### src/hw/rtl/mme_pkg.sv
`timescale 1ns / 1ps
// ----------------------------------------------------------------------------
// mme_pkg
// Shared types and constants for the integer matrix multiply engine.
// ----------------------------------------------------------------------------
package mme_pkg;

    localparam int ACTION_W  = 2;
    localparam int ELEM_W    = 16;
    localparam int MUL_W     = 2 * ELEM_W;
    localparam int PROD_W    = 35;
    localparam int OUT_IDX_W = 3;
    localparam int CFG_W     = 4;
    localparam int CFG_IDX_W = 2;

    localparam logic [ACTION_W-1:0] ACT_LOAD_A  = 2'd0;
    localparam logic [ACTION_W-1:0] ACT_LOAD_B  = 2'd1;
    localparam logic [ACTION_W-1:0] ACT_COMPUTE = 2'd2;
    localparam logic [ACTION_W-1:0] ACT_NOP     = 2'd3;

    localparam logic [CFG_IDX_W-1:0] REG_ROWS_OF_A = 2'd0;
    localparam logic [CFG_IDX_W-1:0] REG_INNER_DIM = 2'd1;
    localparam logic [CFG_IDX_W-1:0] REG_COLS_OF_B = 2'd2;

    localparam logic [CFG_W-1:0] DIM_RESET = 4'd8;

    typedef enum logic [1:0] {
        ST_IDLE,
        ST_RUN,
        ST_DRAIN
    } mme_state_t;

endpackage

### src/hw/rtl/matrix_multiply_engine.sv
`timescale 1ns / 1ps
// ----------------------------------------------------------------------------
// matrix_multiply_engine
// Integer matrix product C = A x B with one shared 16x16 multiplier and
// one read port per operand store, stepped by a small sequencer.
// Load transactions (A or B element) are accepted back to back while idle.
// A compute transaction walks every result element, stalling on the sink:
// inner reads through the shared multiply-accumulate, then a drain state.
// Results leave through an output register while the next element computes.
// Reset (synchronous, active low) clears control and pointers and sets dimensions to DIM_RESET.
// ----------------------------------------------------------------------------
module matrix_multiply_engine #(
    parameter int MAX_DIM = 8
) (
    input  logic                                   aclk,
    input  logic                                   aresetn,

    input  logic                                   cfg_we,
    input  logic [mme_pkg::CFG_IDX_W-1:0]          cfg_index,
    input  logic [mme_pkg::CFG_W-1:0]              cfg_wdata,

    input  logic                                   s_valid,
    output logic                                   s_ready,
    input  logic [mme_pkg::ACTION_W-1:0]           s_action,
    input  logic signed [mme_pkg::ELEM_W-1:0]      s_element,

    output logic                                   m_valid,
    input  logic                                   m_ready,
    output logic signed [mme_pkg::PROD_W-1:0]      m_product,
    output logic [mme_pkg::OUT_IDX_W-1:0]          m_out_row,
    output logic [mme_pkg::OUT_IDX_W-1:0]          m_out_col,
    output logic                                   m_last
);

    import mme_pkg::*;

    localparam int DEPTH  = MAX_DIM * MAX_DIM;
    localparam int ADDR_W = $clog2(DEPTH);
    localparam int PTR_W  = $clog2(DEPTH + 1);
    localparam int IDX_W  = $clog2(MAX_DIM);

    function automatic logic [IDX_W-1:0] dim_last(input logic [CFG_W-1:0] v);
        logic [CFG_W-1:0] c;
        begin
            if (v == '0) begin
                c = '0;
            end else if (v > CFG_W'(MAX_DIM)) begin
                c = CFG_W'(MAX_DIM - 1);
            end else begin
                c = v - CFG_W'(1);
            end
            return c[IDX_W-1:0];
        end
    endfunction

    logic [CFG_W-1:0]  rows_of_a_reg, inner_dim_reg, cols_of_b_reg;

    mme_state_t        state_reg, state_next;
    logic [PTR_W-1:0]  a_ptr_reg, a_ptr_next, b_ptr_reg, b_ptr_next;
    logic [IDX_W-1:0]  m_last_reg, m_last_next, kd_last_reg, kd_last_next;
    logic [IDX_W-1:0]  nc_last_reg, nc_last_next;
    logic [IDX_W-1:0]  i_reg, i_next, j_reg, j_next, k_reg, k_next;
    logic [ADDR_W-1:0] a_base_reg, a_base_next, a_addr_reg, a_addr_next;
    logic [ADDR_W-1:0] b_addr_reg, b_addr_next;
    logic              m_valid_reg, m_valid_next;
    logic              acc_done_reg, acc_done_next;

    logic              s_accept, out_free, out_load, rd_en;
    logic              a_write, b_write;
    logic              elem_final;
    logic [ADDR_W-1:0] kd_step, nc_step;

    logic signed [ELEM_W-1:0] a_mem [DEPTH];
    logic signed [ELEM_W-1:0] b_mem [DEPTH];
    logic signed [ELEM_W-1:0] a_rdata_reg, b_rdata_reg;
    logic                     rd_vld_reg, rd_first_reg, rd_last_reg;
    logic signed [MUL_W-1:0]  prod_reg;
    logic                     prod_vld_reg, prod_first_reg, prod_last_reg;
    logic signed [PROD_W-1:0] acc_reg;

    logic signed [PROD_W-1:0]  product_reg;
    logic [OUT_IDX_W-1:0]      out_row_reg, out_col_reg;
    logic                      last_reg;

    // configuration registers
    always_ff @(posedge aclk) begin
        if (!aresetn) begin
            rows_of_a_reg <= DIM_RESET;
            inner_dim_reg <= DIM_RESET;
            cols_of_b_reg <= DIM_RESET;
        end else if (cfg_we) begin
            unique case (cfg_index)
                REG_ROWS_OF_A: rows_of_a_reg <= cfg_wdata;
                REG_INNER_DIM: inner_dim_reg <= cfg_wdata;
                REG_COLS_OF_B: cols_of_b_reg <= cfg_wdata;
                default: ;
            endcase
        end
    end

    assign s_ready    = (state_reg == ST_IDLE);
    assign s_accept   = s_valid && s_ready;
    assign out_free   = !m_valid_reg || m_ready;
    assign rd_en      = (state_reg == ST_RUN);
    assign a_write    = s_accept && (s_action == ACT_LOAD_A) && (a_ptr_reg < PTR_W'(DEPTH));
    assign b_write    = s_accept && (s_action == ACT_LOAD_B) && (b_ptr_reg < PTR_W'(DEPTH));
    assign elem_final = (i_reg == m_last_reg) && (j_reg == nc_last_reg);
    assign kd_step    = ADDR_W'(kd_last_reg) + ADDR_W'(1);
    assign nc_step    = ADDR_W'(nc_last_reg) + ADDR_W'(1);

    // sequencer
    always_ff @(posedge aclk) begin
        if (!aresetn) begin
            state_reg    <= ST_IDLE;
            a_ptr_reg    <= '0;
            b_ptr_reg    <= '0;
            m_valid_reg  <= 1'b0;
            acc_done_reg <= 1'b0;
        end else begin
            state_reg    <= state_next;
            a_ptr_reg    <= a_ptr_next;
            b_ptr_reg    <= b_ptr_next;
            m_valid_reg  <= m_valid_next;
            acc_done_reg <= acc_done_next;
        end
    end

    always_ff @(posedge aclk) begin
        m_last_reg  <= m_last_next;
        kd_last_reg <= kd_last_next;
        nc_last_reg <= nc_last_next;
        i_reg       <= i_next;
        j_reg       <= j_next;
        k_reg       <= k_next;
        a_base_reg  <= a_base_next;
        a_addr_reg  <= a_addr_next;
        b_addr_reg  <= b_addr_next;
    end

    always_comb begin
        state_next    = state_reg;
        a_ptr_next    = a_ptr_reg;
        b_ptr_next    = b_ptr_reg;
        m_last_next   = m_last_reg;
        kd_last_next  = kd_last_reg;
        nc_last_next  = nc_last_reg;
        i_next        = i_reg;
        j_next        = j_reg;
        k_next        = k_reg;
        a_base_next   = a_base_reg;
        a_addr_next   = a_addr_reg;
        b_addr_next   = b_addr_reg;
        out_load      = 1'b0;
        m_valid_next  = m_valid_reg && !m_ready;
        acc_done_next = acc_done_reg || (prod_vld_reg && prod_last_reg);

        unique case (state_reg)
            ST_IDLE: begin
                if (s_accept) begin
                    unique case (s_action)
                        ACT_LOAD_A: begin
                            if (a_write) begin
                                a_ptr_next = a_ptr_reg + PTR_W'(1);
                            end
                        end
                        ACT_LOAD_B: begin
                            if (b_write) begin
                                b_ptr_next = b_ptr_reg + PTR_W'(1);
                            end
                        end
                        ACT_COMPUTE: begin
                            a_ptr_next   = '0;
                            b_ptr_next   = '0;
                            m_last_next  = dim_last(rows_of_a_reg);
                            kd_last_next = dim_last(inner_dim_reg);
                            nc_last_next = dim_last(cols_of_b_reg);
                            i_next       = '0;
                            j_next       = '0;
                            k_next       = '0;
                            a_base_next  = '0;
                            a_addr_next  = '0;
                            b_addr_next  = '0;
                            state_next   = ST_RUN;
                        end
                        ACT_NOP: ;
                        default: ;
                    endcase
                end
            end
            ST_RUN: begin
                if (k_reg == kd_last_reg) begin
                    state_next = ST_DRAIN;
                end else begin
                    k_next      = k_reg + IDX_W'(1);
                    a_addr_next = a_addr_reg + ADDR_W'(1);
                    b_addr_next = b_addr_reg + nc_step;
                end
            end
            ST_DRAIN: begin
                if (acc_done_reg && out_free) begin
                    out_load      = 1'b1;
                    m_valid_next  = 1'b1;
                    acc_done_next = 1'b0;
                    k_next        = '0;
                    if (elem_final) begin
                        state_next = ST_IDLE;
                    end else begin
                        state_next = ST_RUN;
                        if (j_reg == nc_last_reg) begin
                            j_next      = '0;
                            i_next      = i_reg + IDX_W'(1);
                            a_base_next = a_base_reg + kd_step;
                            a_addr_next = a_base_reg + kd_step;
                            b_addr_next = '0;
                        end else begin
                            j_next      = j_reg + IDX_W'(1);
                            a_addr_next = a_base_reg;
                            b_addr_next = ADDR_W'(j_reg) + ADDR_W'(1);
                        end
                    end
                end
            end
            default: state_next = ST_IDLE;
        endcase
    end

    // operand stores
    always_ff @(posedge aclk) begin
        if (a_write) begin
            a_mem[a_ptr_reg[ADDR_W-1:0]] <= s_element;
        end
        if (b_write) begin
            b_mem[b_ptr_reg[ADDR_W-1:0]] <= s_element;
        end
        if (rd_en) begin
            a_rdata_reg <= a_mem[a_addr_reg];
            b_rdata_reg <= b_mem[b_addr_reg];
        end
    end

    // multiply-accumulate pipeline
    always_ff @(posedge aclk) begin
        if (!aresetn) begin
            rd_vld_reg   <= 1'b0;
            prod_vld_reg <= 1'b0;
        end else begin
            rd_vld_reg   <= rd_en;
            prod_vld_reg <= rd_vld_reg;
        end
    end

    always_ff @(posedge aclk) begin
        rd_first_reg   <= (k_reg == '0);
        rd_last_reg    <= (k_reg == kd_last_reg);
        prod_first_reg <= rd_first_reg;
        prod_last_reg  <= rd_last_reg;
        prod_reg       <= a_rdata_reg * b_rdata_reg;
        if (prod_vld_reg) begin
            acc_reg <= (prod_first_reg ? '0 : acc_reg)
                       + {{(PROD_W - MUL_W){prod_reg[MUL_W-1]}}, prod_reg};
        end
    end

    // result register
    always_ff @(posedge aclk) begin
        if (out_load) begin
            product_reg <= acc_reg;
            out_row_reg <= OUT_IDX_W'(i_reg);
            out_col_reg <= OUT_IDX_W'(j_reg);
            last_reg    <= elem_final;
        end
    end

    assign m_valid   = m_valid_reg;
    assign m_product = product_reg;
    assign m_out_row = out_row_reg;
    assign m_out_col = out_col_reg;
    assign m_last    = last_reg;

    // checks
    assert property (@(posedge aclk) disable iff (!aresetn)
        acc_done_reg |-> (state_reg == ST_DRAIN))
        else $error("finished sum outside drain");

    assert property (@(posedge aclk) disable iff (!aresetn)
        (state_reg == ST_RUN) |-> (k_reg <= kd_last_reg))
        else $error("inner index past dimension");

    assert property (@(posedge aclk) disable iff (!aresetn)
        prod_vld_reg |-> $past(rd_vld_reg))
        else $error("product without read");

    assert property (@(posedge aclk) disable iff (!aresetn)
        (s_accept && (s_action == ACT_COMPUTE)) |=> (a_ptr_reg == '0 && b_ptr_reg == '0))
        else $error("load pointers not cleared by compute transaction");

endmodule
### config.mk
export PLATFORM = sky130hd
export DESIGN_NAME = matrix_multiply_engine
export DESIGN_NICKNAME = d
export VERILOG_FILES = /design/src/hw/rtl/mme_pkg.sv /design/src/hw/rtl/matrix_multiply_engine.sv
export SDC_FILE = /design/constraint.sdc
export NUM_CORES = 2
export LEC_CHECK = 0
export BUFFER_PORTS_ARGS = -buffer_cell sky130_fd_sc_hd__buf_2
export CAP_MARGIN = 15
export CORE_MARGIN = 5
export CORE_UTILIZATION = 25
export CTS_CLUSTER_SIZE = 40
export DETAILED_ROUTE_END_ITERATION = 8
export GPL_ROUTABILITY_DRIVEN = 0
export PLACE_DENSITY_LB_ADDON = 0.2
export REMOVE_ABC_BUFFERS = 1
export SYNTH_ARGS = -nofsm -noshare
export SYNTH_HDL_FRONTEND = slang
export SYNTH_SLANG_ARGS = --single-unit
export TNS_END_PERCENT = 100
### constraint.sdc
create_clock -name aclk -period 10.6 [get_ports aclk]
set_input_delay 1.59 -clock aclk [delete_from_list [all_inputs] [get_ports aclk]]
set_output_delay 1.59 -clock aclk [all_outputs]
set_load 0.02 [all_outputs]
# Word level (Yosys, flattened, before mapping)
# Memories as Yosys holds them, arrays and structs flattened. A register that Yosys moved wholly into a read port is not among the register bits.
# Cells that the tools add are included.
# op_classes
addsub,15
mul,1
n_div,0
n_lt_le_gt_ge,5
eq_ne,18
n_shift,0
n_mux,50
n_bitwise,0
n_reduce_logical,35
# op_table
op,n
$mux 6,9
$mux 3,13
$pmux 6 s3,2
$add 35x35->35,1
$mux 35,1
$mul 16x16->32,1
$pmux 7 s2,2
$add 7x1->7 const B,2
$lt 7x7->1 const B,2
$mux 7,2
$add 3x1->4 const B,3
$add 6x4->6,2
$gt 4x4->1 const B,3
$logic_not 4->1,3
$ne 2x2->1 const B,6
$pmux 3 s2,2
$pmux 6 s2,1
$reduce_and 4->1,3
$reduce_and 6->1,2
$mux 1,11
$reduce_and 5->1,2
$add 3x1->3 const B,3
$eq 3x3->1,3
$logic_and 1x1->1,9
17 further kinds,36
# totals
register_bits,181
latch_bits,0
mem_bits_rw,2048
romBits,0
inputBits,29
output_inout_bits,44
elab_cells,155
memories,2
# memory_table
name,depth,width,rd,rd_clocked_by_memory_dff,wr,line,text
a_mem,64,16,1,1,1,matrix_multiply_engine.sv:73,logic signed [ELEM_W-1:0] a_mem [DEPTH];
b_mem,64,16,1,1,1,matrix_multiply_engine.sv:74,logic signed [ELEM_W-1:0] b_mem [DEPTH];

# Longest topological paths before layout
# logic_depth
word_depth,6
ltp_mapped,23
ltp_nobuf,22

# Worst setup path after synthesis
# No wires, ideal clock.
# synth_timing
kind,reg-to-reg
startpoint,register b_rdata_reg[7] (read register of b_mem)
endpoint,register prod_reg[24]
setup_ps,125
arrival_time_ps,5792
required_ps,10475
slack_ps,4683
stages_incl_launch_ff,24
n_path_buf,1
period_less_slack_ps,5917
path_cell_list,edfxtp_1 > clkbuf_1 > nand2_1 > fa_1 > inv_1 > fa_1 > inv_1 > fa_1 > inv_1 > fa_1 > fa_1 > inv_1 > fa_1 > inv_1 > ha_1 > and3_1 > nand4_1 > a211oi_1 > or3_4 > o31ai_4 > o211ai_2 > a21o_1 > a31oi_1 > xnor2_1
# synth_between
elab_chain_len,1
# synth_rtl
item,line,text
from (decl),matrix_multiply_engine.sv:75,"logic signed [ELEM_W-1:0] a_rdata_reg, b_rdata_reg;"
$mul 16x16->32,matrix_multiply_engine.sv:257,prod_reg <= a_rdata_reg * b_rdata_reg;
to (signal assigned),matrix_multiply_engine.sv:257,
to (decl),matrix_multiply_engine.sv:77,logic signed [MUL_W-1:0] prod_reg;
# No other way between the ends.
# A chain may end at the register's enable or synchronous reset.

# Worst setup path in the final report
# layout_timing
startpoint,register a_rdata_reg[7] (read register of a_mem)
endpoint,register prod_reg[31]
# layout_between
elab_chain_len,1
# layout_rtl
item,line
from (decl),matrix_multiply_engine.sv:75
$mul 16x16->32,matrix_multiply_engine.sv:257
# No other way between the ends.

==> impl_metrics.csv <==
group,metric,value,unit
status,result_of_the_run,"complete, no violations",
cts,cts_root_buffer,"clkbuf_16",
final_layout,num-nets-final,6076,
timing,fmaxAchievable,153,MHz
route,highest-signal-layer,"met5",
critical_path,timing.critical_path.mode_cell,"fa_1",
critical_path,register_to_register_path_setup_slack,4.08,ns
route,vias_per_cell,4.44,
cts,cts_hold_buf,0,
route,routed_antenna_nets,0,
critical_path,critPathSlowestCell,"edfxtp_1",
global_route,grt_max_degree,107,
route,post_drt_wl_per_cell,24.3,µm
final_layout,areaGrowthSynthToFinish,15.6,%
route,met2_wl,130,mm
cts,cts_made_buffers,242,
yosys,synth-async-reset-ratio,0,
timing,report.final.slew_viol_count,0,
yosys,synthDistinctLibCells,63,
critical_path,critPathArrivalTime,7.27,ns
global_route,number_of_antenna_violations_at_the_first_check_in_global_routing,26,
global_route,gr-total-overflow,0,
timing,setup_viol,0,
critical_path,critical_path.max_stage_delay,0.79,ns
cts,ctsResizeCount,0,
cts,cts_htree_levels,4,
route,via_count,49068,
critical_path,critical_path_peak_fanout,16,
critical_path,critPathCapture,"prod_reg[31]",
global_route,grtUsageTotal,0.130,
yosys,syn_area_per_cell,18.1,µm²
timing,fraction_of_the_cycle_the_final_worst_path_needs,0.615,
critical_path,rr_endpoint,"prod_reg[31]",
critical_path,worst_setup_path_startpoint,"a_rdata_reg[7]",
floorplan,io-pin-count,73,
route,initialDrtViolationCount,3636,
timing,finalWorstPathRequiredPeriod,6.52,ns
yosys,synth_top_cells_by_count,"edfxtp_1 (2193), mux4_2 (480), inv_1 (344), fa_1 (265), nand2_1 (251)",
yosys,synth_largest_area_cell,"edfxtp_1",
timing,hold_viol,0,
final_layout,final_util,0.291,
route,drt_pass1_iterations,5,
critical_path,critical_path.cell_chain,"nand2_1, fa_1, inv_1, fa_1, inv_1, fa_1, inv_1, fa_1, fa_1, inv_1, fa_1, inv_1, ha_1, and3_1, o2111ai_1, a21oi_1, o2111ai_1, a211o_1, a31oi_1, nor2_1, o21bai_1, xnor2_1",
final_layout,area_used_by_multi_input_combinational_logic,0.0285,mm²
yosys,seq_area_frac_synth,0.686,
run,max_cap_violations,0,
timing,slew_headroom,0.225,
yosys,synth_area,0.0979,mm²
critical_path,worstPathRequired,11.35,ns
critical_path,ff_to_ff_start,"a_rdata_reg[7]",
floorplan,dieArea,0.404,mm²
cts,postCtsSetupBuffers,0,
timing,worst_clock_skew,0.0441,ns
critical_path,worstSetupEndpointType,"register",
cts,insertion_delay,0.91,ns
cts,clk_path_buf_depth,4,
route,remaining_drc_errors,0,
yosys,synth_most_common_cell,"edfxtp_1",
cts,clk_pin_slew_worst_paths,0.06,ns
global_route,first_global_vias,51996,
floorplan,num_rows,229,
yosys,synth_seq_cells,2261,
worst_hold_path,hp-class,"register to register",
final_layout,final.fill_count,38537,
cts,clkSinkCount,2261,
place,port_buffers,72,
final_layout,final_layout_size_suffix_gt1_frac,0.200,
critical_path,worstSetupPathType,"register to register",
yosys,syn-instance-count,5400,
yosys,edff_count_synth,2193,
yosys,synthFlopType,"edfxtp_1",
global_route,grt_first_pass_wirelength,388,mm
yosys,yosysTopAreaCellShare,0.672,
floorplan,core_area,0.390,mm²
timing,rsz0062_at_grt,"false",
timing,timing_worst_slew_pin_value,1.16,ns
critical_path,cp-start-kind,"register",
floorplan,initial_core_util,0.251,
route,m1WireLength,124,mm
floorplan,floorplan.die.height,636,µm
route,routed_wl,269,mm
cts,tritoncts,"built",
critical_path,r2r_cells,22,
yosys,synth.top_cells.by_area,"edfxtp_1 (67%), mux4_2 (11%), fa_1 (5.4%)",
yosys,yosysWarningCount,0,
route,routed_length_on_met3,10.7,mm
floorplan,die_width,636,µm
place,detailed_place_hpwl,162,mm
final_layout,seq_area,0.0672,mm²
## kinds of logic after synthesis
kind of cell | share of synthesized area
buf+inv | 0.0239
flops | 0.686
mux | 0.139
xor+xnor | 0.00849
simple gates | 0.0374
fa+ha+maj | 0.0715
compound gates | 0.0339
## per-stage QoR
stage                     hold slack [ns]  instances  setup WS, ns  TNS, ns  cell area (µm²)
after CTS                           0.327      11048          4.07        0           113000
after floorplan                     0.310       5149         -3.69   -96.55            96900
final                               0.327      11057          4.08        0           113000
after global placement              0.317      10599          4.11        0           105000
after global routing                0.334      11049          3.72        0           113000
after detailed placement            0.312      10599          4.11        0           105000
## layer usage
metal,vias to the layer above,track usage
li1,21418,-
met1,26410,0.182
met2,933,0.218
met3,303,0.0174
met4,4,0.0253
met5,-,0
## cells in the final DEF (no fill, tap or decap), types with 56 or more instances in the layout
cell type and count:
o221ai_1 64, nor2_1 185, o21ai_0 100, mux4_2 480, ha_1 135, a21oi_1 201, mux2_2 64, nand2_1 250
buf_4 188, mux2i_1 204, dfxtp_1 67, xnor2_1 56, inv_1 344, o22ai_1 64, clkbuf_16 243, fa_1 265
nor2b_1 73, and2_1 139, edfxtp_1 2193, buf_2 56
## worst min path at each step
stage | from | to | slack, ns | depth (start not counted)
after global placement | rd_last_reg | prod_last_reg | 0.32 | 0
after global routing | rd_last_reg | prod_last_reg | 0.33 | 0
after floorplan | rd_first_reg | prod_first_reg | 0.31 | 0
after detailed placement | rd_last_reg | prod_last_reg | 0.31 | 0
after CTS | rd_last_reg | prod_last_reg | 0.33 | 0
final | rd_last_reg | prod_last_reg | 0.33 | 0
## cell type report
type,instances,share of cell area
clock buffers,296,0.0558
clock inverters,153,0.0136
flip-flops and latches,2261,0.594
well taps,5197,0.0574
diodes,9,0.000199
inverters,344,0.0114
multi-input cells,2544,0.251
repair buffers,253,0.0165
## worst max-delay path: cells and delay by family (launching register included)
family          cells  cell delay [ns]
fa+ha+maj           7             3.44
compound gates      6             1.33
flops               1             0.79
simple gates        3             0.43
buf+inv             5             0.28
xor+xnor            1             0.08
Power is left out: the tool's default activity adds up to more than one toggle a clock period on the data nets, which glitch-free logic cannot reach.
